`config.mk`:
```
export PLATFORM = sky130hd
export DESIGN_NAME = wrfs_muldiv
export DESIGN_NICKNAME = d
export VERILOG_FILES = /design/src/wrfs_pkg.sv /design/src/wrfs_muldiv.sv
export SDC_FILE = /design/constraint.sdc
export NUM_CORES = 1
export LEC_CHECK = 0
export BUFFER_PORTS_ARGS = -buffer_cell sky130_fd_sc_hd__buf_2
export CAP_MARGIN = 20
export CORE_MARGIN = 4
export CORE_UTILIZATION = 47
export CTS_CLUSTER_DIAMETER = 40
export CTS_CLUSTER_SIZE = 10
export DETAILED_ROUTE_END_ITERATION = 7
export GPL_ROUTABILITY_DRIVEN = 0
export GPL_TIMING_DRIVEN = 0
export PLACE_DENSITY = 0.76
export SLEW_MARGIN = 10
export SYNTH_ARGS = -nofsm -noshare
export SYNTH_HDL_FRONTEND = slang
export SYNTH_SLANG_ARGS = --single-unit
```
`constraint.sdc`:
```
create_clock -name clk_i -period 4.5 [get_ports clk_i]
set_input_delay 0.675 -clock clk_i [delete_from_list [all_inputs] [get_ports clk_i]]
set_output_delay 0.675 -clock clk_i [all_outputs]
set_load 0.005 [all_outputs]
```
`src/wrfs_pkg.sv`:
```
// shared widths, codes and the mul-div request type of the fair-share shaper
package wrfs_pkg;

  localparam int DataW    = 48;
  localparam int ProdW    = 2 * DataW;
  localparam int LimitW   = 40;
  localparam int MaskW    = 8;
  localparam int ApbAddrW = 5;
  localparam int ApbDataW = 64;

  localparam logic [DataW-1:0] RateScale = DataW'(1000000);

  typedef enum logic [1:0] {
    MODE_UPDATE = 2'd0,
    MODE_SLIDE  = 2'd1,
    MODE_DELAY  = 2'd2,
    MODE_PAUSE  = 2'd3
  } mode_e;

  // one request to the shared multiply-then-divide unit: quot = a * b / d
  typedef struct packed {
    logic             start;
    logic [DataW-1:0] a;
    logic [DataW-1:0] b;
    logic [DataW-1:0] d;
  } md_req_t;

endpackage

```
`src/wrfs_muldiv.sv`:
```
// iterative unit: shift-add multiply, then restoring divide, one bit a cycle
module wrfs_muldiv (
  input  logic                  clk_i,
  input  logic                  rst_ni,
  input  wrfs_pkg::md_req_t     req_i,
  output logic                  done_o,
  output logic [wrfs_pkg::ProdW-1:0] quot_o
);
  import wrfs_pkg::*;

  typedef enum logic [1:0] {
    MD_IDLE,
    MD_MUL,
    MD_DIV
  } md_state_e;

  localparam int CntW = $clog2(ProdW);

  md_state_e        state_q;
  logic [CntW-1:0]  cnt_q;
  logic [ProdW-1:0] acc_q;
  logic [DataW-1:0] b_q;
  logic [DataW-1:0] d_q;
  logic [DataW-1:0] rem_q;
  logic             done_q;

  logic [DataW:0]   mul_sum;
  logic [DataW:0]   rem_sh;
  logic [DataW:0]   rem_sub;
  logic             rem_ge;

  always_comb begin
    mul_sum = {1'b0, acc_q[ProdW-1:DataW]} + (acc_q[0] ? {1'b0, b_q} : '0);
    rem_sh  = {rem_q, acc_q[ProdW-1]};
    rem_ge  = rem_sh >= {1'b0, d_q};
    rem_sub = rem_sh - {1'b0, d_q};
  end

  always_ff @(posedge clk_i or negedge rst_ni) begin
    if (!rst_ni) begin
      state_q <= MD_IDLE;
      cnt_q   <= '0;
      acc_q   <= '0;
      b_q     <= '0;
      d_q     <= '0;
      rem_q   <= '0;
      done_q  <= 1'b0;
    end else begin
      done_q <= 1'b0;
      case (state_q)
        MD_IDLE: begin
          if (req_i.start) begin
            acc_q   <= {{DataW{1'b0}}, req_i.a};
            b_q     <= req_i.b;
            d_q     <= req_i.d;
            cnt_q   <= '0;
            state_q <= MD_MUL;
          end
        end
        MD_MUL: begin
          acc_q <= {mul_sum, acc_q[DataW-1:1]};
          if (cnt_q == CntW'(DataW - 1)) begin
            cnt_q   <= '0;
            rem_q   <= '0;
            state_q <= MD_DIV;
          end else begin
            cnt_q <= cnt_q + 1'b1;
          end
        end
        MD_DIV: begin
          rem_q <= rem_ge ? rem_sub[DataW-1:0] : rem_sh[DataW-1:0];
          acc_q <= {acc_q[ProdW-2:0], rem_ge};
          if (cnt_q == CntW'(ProdW - 1)) begin
            done_q  <= 1'b1;
            state_q <= MD_IDLE;
          end else begin
            cnt_q <= cnt_q + 1'b1;
          end
        end
        default: state_q <= MD_IDLE;
      endcase
    end
  end

  assign done_o = done_q;
  assign quot_o = acc_q;

  a_start_idle: assert property (@(posedge clk_i) disable iff (!rst_ni)
    req_i.start |-> state_q == MD_IDLE)
    else $error("mul-div started while busy");

  a_divisor_nonzero: assert property (@(posedge clk_i) disable iff (!rst_ni)
    req_i.start |-> req_i.d != '0)
    else $error("mul-div started with zero divisor");

  a_rem_below_divisor: assert property (@(posedge clk_i) disable iff (!rst_ni)
    state_q == MD_DIV |-> rem_q < d_q)
    else $error("partial remainder not below divisor");

endmodule

```
==> key figures, run 1 <==
Timing
  – Worst slew pin tran: 1.01 ns
  – Max-slew violations: 0
  – Hold Fails Final Rpt: 0
  – RSZ-0062 raised after global routing: no
  – Final min period: 4.19 ns
  – Max Clk Rate: 239 MHz
  – Rel. slew slack: 32.7%
  – Period utilisation layout: 93.2%
  – Clk_skew: 0.0157 ns
  – Final setup fails: 0
  – Crit path setup slack, layout: 0.308 ns
  – Setup Total Neg Slack: 0 ns

Floorplan
  – Die height: approximately 200 microns
  – Starting density of the core: 47.9%
  – Num rows: 68
  – Core Footprint: 0.0348 sq mm
  – Number of I/O pins: 244
  – DIE WIDTH: a little under 200 microns
  – Die Area: just under 0.04 sq mm

Global route
  – Top Usage Layer GRT: met2
  – Maximum number of pins on one net before global-route repair: 109
  – Vias in the first global route: 15500
  – Met3 usage: 4.36%
  – Global Route Usage Sum: 24.6%
  – Global-route wire length before repair: 79.1 mm
  – Met2 Use GR: 42.0%
  – Initial antenna violation count: 4
  – GRT met1 Usage: 31.1%
  – Total grt overflow: 0

Routing
  – Final wirelength: 49.0 mm
  – DRC: 0
  – Post-DRT Antenna Nets: 0
  – Vias/cell: 5.89
  – DR vias: about 16000
  – WL per Instance: 18.6 microns
  – DR pass1 iterations: 6
  – DR iter-0 viols: 933

Worst hold path
  – Hold Path Class: in2async

Clock tree
  – CTS root buffer: clkbuf_16
  – Post-CTS Hold Fix Bufs: 0
  – Post-CTS sizing: 1
  – Worst-Skew Late Latency: 0.54 ns
  – Num CTS Buffers: between 40 and 50
  – Max clock buf depth: 3
  – CTS tree: built
  – Postcts setup bufs: 0
  – Clock Sinks: 250
  – Clk slew on worst S/H paths: around 0.05 ns
  – H-tree Lvls: 2

Logic synthesis
  – Mapped Cells: 1855
  – FF+latch count, synth: between 200 and 300
  – Synth cell types: 73
  – Sequential share of the synthesized area: roughly 38%
  – Ys Warns: 0
  – Syn_area_per_cell: 8.99 sq um
  – Post-synthesis instance area: 0.0167 sq mm
  – Asr flop ratio synth: 100%
  – Synth Net Count: 2105
  – Top_reg_cell synth: dfrtp_1
  – Post-synth EDFFs: 0

Final layout
  – Non-Filler Instances: 2637
  – Share of cells above drive strength 1: 20.9%
  – Register Area: 0.00626 sq mm
  – Final Cell Area: between 0.02 and 0.025 sq mm
  – Fill cell count: between 3000 and 4000
  – Multi-input logic area: between 0.009 and 0.01 sq mm
  – Final nets: 2395
  – Synth-to-Final Area Change: 20.9%

Worst setup path
  – CP endpoint kind: flop
  – Worst EP arrival: 4.65 ns
  – Worst Path Required: 4.96 ns
  – Slowest cell delay on critical path: 0.57 ns
  – Critical path type: reg2reg
  – Critical path's slowest cell: dfrtp_1
  – Crit-path max FO: 10
  – Crit-path cells: clkbuf_2 > and2_1 > ha_1 > inv_1 > fa_1 > nand2b_1 > a21oi_1 > o21a_1 > a32oi_1 > o21ba_2 > o41ai_4 > a31oi_1 > o41ai_1 > nand2_1 > o21ai_1
  – Setup crit start kind: flop

Placed design
  – Dpl cells: about 2600
  – Placed Instance Area: 0.0185 sq mm
  – I/O Buffers: 243
  – Final HPWL DP: 36.0 mm
  – Place WS: -0.0837 ns

Pwr
  – Sw frac: 20.5%
  – Cell Pwr Density: 302 mW/mm^2
  – Final Total Pwr: between 6 and 7 mW
  – Leak pwr: 10.4 nW
  – Maximum vdd ir drop: 271 uV
  – Clock power share: roughly 61%
  – Internal Power: about 4.8 mW
  – Seq pwr share: 37.0%
  – Sw power: 1.25 mW
  – Combinational share of power: 2.0%

Run
  – Max-capacitance violation count: 0

Status
  – Status: complete, no violations
[per-stage QoR]
stage,utilization (%),hold WS [ns]
finish,58.0,0.0681
global route,58.0,0.0824
CTS,57.9,0.0604
detailed placement,53.2,0.486
global placement,53.1,0.479
floorplan,-,0.379
[final timing paths]
| check | from | endpoint | slack [ns] | cells past startpoint |
|---|---|---|---|---|
| min in group clk_i | req_i[35] | d_q[35] | 0.36 | 2 |
| max | quot_o[0] | quot_o[93] | 0.31 | 15 |
| max in group asynchronous | rst_ni | quot_o[80] | 3.53 | 2 |
| min reg2reg | b_q[3] | b_q[3] | 0.50 | 1 |
| max reg2reg | quot_o[0] | quot_o[93] | 0.31 | 15 |
| min | rst_ni | quot_o[44] | 0.07 | 1 |
[logic make-up (layout without fill, tap and decap cells)]
family	count (synthesis)	in the layout	synth area share, %
AO/OA/AOI/OAI	630	630	24.1
AND/OR/NAND/NOR	464	464	13.0
flip-flops	250	250	37.5
buffers and inverters	196	520	4.73
multiplexers	129	129	8.47
adder cells (fa/ha/maj)	103	103	7.82
XOR/XNOR	83	83	4.36
other	0	3	0
[per-layer routing]
layer / up-vias / routed length, microns
li1: 7311 / -
met1: 7501 / 20300
met2: 577 / 23800
met3: 144 / 2900
met4: 2 / 1970
met5: - / 13
[cell type report]
cell class                 instances  share of cell area [%]
buffer                           121                    2.53
antenna                            3                  0.0372
clock inverter                    25                    2.14
multi-input combinational       1409                    47.8
tap                              455                    2.82
clock buffer                      55                    5.97
timing repair buffer             245                    6.35
inverter                          74                    1.38
sequential                       250                    31.0
[cell usage in the layout, fill, tap and decap left out, drive strengths merged, types with 54 or more instances in the layout]
| master | count |
|---|---|
| a21oi | 105 |
| a22oi | 92 |
| and2 | 54 |
| buf | 275 |
| clkbuf | 146 |
| dfrtp | 250 |
| ha | 101 |
| inv | 78 |
| mux2 | 97 |
| nand2 | 218 |
| nor2 | 66 |
| o21ai | 246 |
| xnor2 | 54 |
[power groups by stage]
stage,Combinational [mW],Clock [mW],Sequential [mW]
final,0.119,3.71,2.25
after global routing,0.134,3.87,2.25
after CTS,0.123,3.77,2.25
after detailed placement,0.123,0,2.29
after global placement,0.114,0,2.29
after floorplan,0.000957,0,2.29
[critical path: cells and delay by family, from the launching register on]
| family | cells | cell delay [ns] |
|---|---|---|
| adders and majority gates | 2 | 0.55 |
| buffers and inverters | 2 | 0.34 |
| and+or+nand+nor | 3 | 0.48 |
| AOI/OAI and AO/OA | 8 | 2.18 |
| DFF | 1 | 0.57 |
[state kept, by name (all words and copies together) (netlist names)]
signal,flops
b_q,48
cnt_q,7
d_q,48
done_o,1
quot_o,96
rem_q,48
state_q,2
[synth_stat cells (17+ instances only)]
cell type | count | share of area, %
a21o_1 | 45 | 2.0
a21oi_1 | 105 | 3.2
a22oi_1 | 92 | 4.1
a32oi_1 | 19 | 1.0
and2_1 | 53 | 2.0
clkbuf_1 | 92 | 2.1
dfrtp_1 | 250 | 38
ha_1 | 101 | 7.6
inv_1 | 74 | 1.7
mux2_2 | 97 | 6.5
mux2i_1 | 32 | 1.9
nand2_1 | 217 | 4.9
nand3_1 | 23 | 0.69
nand4_1 | 32 | 1.2
nor2_1 | 66 | 1.5
o21a_1 | 17 | 0.77
o21ai_0 | 226 | 6.8
o21ai_1 | 18 | 0.54
xnor2_1 | 54 | 2.8
xor2_1 | 29 | 1.5
Power figures use the tool's default switching activity.
==> inputs of run 2 (changes only) <==
--- a/config.mk
+++ b/config.mk
@@ -14,7 +14,7 @@
 export DETAILED_ROUTE_END_ITERATION = 7
 export GPL_ROUTABILITY_DRIVEN = 0
 export GPL_TIMING_DRIVEN = 0
-export PLACE_DENSITY = 0.76
+export PLACE_DENSITY = 0.78
 export SLEW_MARGIN = 10
 export SYNTH_ARGS = -nofsm -noshare
 export SYNTH_HDL_FRONTEND = slang
==> constraint.sdc (replaced) <==
create_clock -name clk_i -period 3.8 [get_ports clk_i]
set_input_delay 0.57 -clock clk_i [delete_from_list [all_inputs] [get_ports clk_i]]
set_output_delay 0.57 -clock clk_i [all_outputs]
set_load 0.005 [all_outputs]
==> run 2 against run 1 <==
Net effect: utilization up 0.41 points; critical path depth shrank 1; worst setup slack got worse by 0.15 ns; design area grew 0.70%; sequential share of layout area decreased by 0.21 points; clock-buffer cell count down 7; clock skew grew 0.0059 ns; combinational power grew 22%; clock power up 12%; sequential cell count unchanged; global-route usage is 0.27 points higher.
==> key figures, run 2 (synthesis results as in run 1) <==
Final layout
  – Register Area: 0.00626 sq mm
  – Most frequent cells in the layout: buf_2 (254), dfrtp_1 (249), o21ai_0 (224), nand2_1 (217), a21oi_1 (102)
  – Final Cell Area: 0.0203 sq mm
  – Multi-input logic area: between 0.009 and 0.01 sq mm
  – Most common cell after layout, fill and taps aside: buf_2
  – Final nets: 2402
  – Fill cell count: 3052
  – Synth-to-Final Area Change: 21.8%
  – Max reg flops: 96
  – Share of cells above drive strength 1: 22.5%

Clock tree
  – H-tree Lvls: 2
  – Clk slew on worst S/H paths: roughly 0.050 ns
  – CTS root buffer: clkbuf_16
  – Worst-Skew Late Latency: 0.56 ns
  – Num CTS Buffers: 44
  – CTS tree: built
  – Clock Sinks: 250
  – Max clock buf depth: 3

Floorplan
  – Die height: about 200 microns
  – Core Footprint: 0.0348 sq mm
  – Num rows: 68
  – Die Area: between 0.03 and 0.04 sq mm
  – Starting density of the core: 47.9%
  – DIE WIDTH: 196 microns
  – Number of I/O pins: roughly 240

Timing
  – Final min period: approximately 3.6 ns
  – Period utilisation layout: 95.8%
  – Crit path setup slack, layout: approximately 0.16 ns
  – Hold Fails Final Rpt: 0
  – Rel. slew slack: 34.2%
  – Worst slew pin tran: between 0.9 and 1 ns
  – Final setup fails: 0
  – Max Clk Rate: 275 MHz
  – Max-slew violations: 0
  – Clk_skew: 0.0216 ns

Worst hold path
  – WHS Endpoint: b_q[13]
  – Worst Hold Path Cells: 2
  – Hold Path Class: in2reg
  – Hold Crit Start: req_i[61]

Worst setup path
  – Critical path type: reg2reg
  – Worst EP arrival: approximately 4.1 ns
  – R2R Setup Slk: 0.16 ns
  – Largest delay share family, worst path: compound AO/OA/AOI/OAI gates
  – Reg2reg path depth: 14
  – R2r startpoint: quot_o[0]
  – CP endpoint kind: flop
  – RR Endpoint: quot_o[75]
  – Critical path's slowest cell: dfrtp_2
  – Crit path from: quot_o[0]
  – Slowest cell delay on critical path: 0.46 ns
  – Most used cell, CP: o21ai_0
  – Setup crit start kind: flop
  – Crit-path cells: clkbuf_4 > clkbuf_4 > and2_1 > ha_2 > a2111oi_2 > o21ai_1 > and2_1 > a32oi_2 > o21ai_0 > a31oi_1 > o21a_1 > o21ai_0 > xnor2_1 > o21ai_0
  – Worst Path Required: about 4.2 ns
  – Crit-path max FO: 10
  – CP Buf/Inv Count: 2

Global route
  – Initial antenna violation count: 5
  – Global-route wire length before repair: roughly 80 mm
  – Total grt overflow: 0
  – Maximum number of pins on one net before global-route repair: 75
  – Global Route Usage Sum: 24.9%
  – Vias in the first global route: 15800

Placed design
  – Place WS: -0.695 ns
  – Placed Instance Area: 0.0186 sq mm
  – I/O Buffers: about 240
  – Final HPWL DP: 36.7 mm

Routing
  – DRC: 0
  – DR iter-0 viols: between 900 and 1000
  – Final wirelength: 49.9 mm
  – WL per Instance: around 19 microns
  – Vias/cell: 5.93
  – DR pass1 iterations: 6
  – Post-DRT Antenna Nets: 0
  – DR vias: between 15000 and 20000

Pwr
  – Cell Pwr Density: 343 mW/mm^2
  – Maximum vdd ir drop: ~360 uV
  – Leak pwr: approximately 10 nW

Run
  – Max-capacitance violation count: 0

Status
  – Status: complete, no violations
-- run 2: cell count changes in the layout (fill, tap and decap cells not counted), sizes merged --
| cell | previous run | this run |
|---|---|---|
| inv | 78 | 80 |
| buf | 275 | 281 |
| diode | 3 | 4 |
| bufinv | 11 | 7 |
| clkinv | 8 | 12 |
| clkbuf | 146 | 139 |
| clkinvlp | 2 | 4 |
| dlygate4sd3 | 0 | 1 |
-- run 2: worst max path at each step --
stage / end / slack (ns) / cells after the start
finish: quot_o[75] / 0.16 / 14
global route: quot_o[81] / -0.01 / 15
CTS: quot_o[89] / 0.02 / 14
detailed placement: quot_o[95] / -0.69 / 14
global placement: b_q[34] / -2.39 / 1
floorplan: quot_o[95] / 0.52 / 14
-- run 2: metal layers --
metal,global-route usage (%),wire [microns]
met1,30.8,19800
met3,4.85,3560
met2,42.5,24400
met5,0,11
met4,10.6,2100
-- run 2: where the power goes --
| part | internal (mW) | switching, mW |
|---|---|---|
| Sequential | 2.67 | 0 |
| Combinational | 0.0635 | 0.0813 |
| Clock | 2.68 | 1.47 |
| Total | 5.41 | 1.55 |
-- run 2: timing repair --
action,CTS,global route
hold buffers,1,0
buffers inserted,4,2
endpoints found under the setup margin,22,15
pin swaps,5,6
hold endpoints to repair,53,0
gates resized for setup,14,23
-- run 2: area by class of cell --
class | count | area share [%]
clock buffer | 48 | 5.64
multi-input combinational | 1409 | 48.1
buffer | 120 | 2.53
clock inverter | 29 | 2.00
antenna | 4 | 0.0493
tap | 455 | 2.80
sequential | 250 | 30.8
timing repair buffer | 253 | 6.71
inverter | 74 | 1.37
-- run 2: stage by stage --
| stage | TNS, ns | power [mW] | cells | hold slack [ns] | util [%] |
|---|---|---|---|---|---|
| 3_5_place_dp | -6.01 | 2.86 | 2556 | 0.485 | 53.3 |
| 3_3_place_gp | -594.40 | 2.85 | 2553 | 0.481 | 53.1 |
| 5_1_grt | -0.0132 | 7.17 | 2642 | 0.226 | 58.4 |
| 4_1_cts | 0 | 7.02 | 2637 | 0.222 | 58.0 |
| 2_1_floorplan | 0 | 2.71 | 1855 | 0.274 | - |
| 6_report | 0 | 6.96 | 2642 | 0.240 | 58.4 |
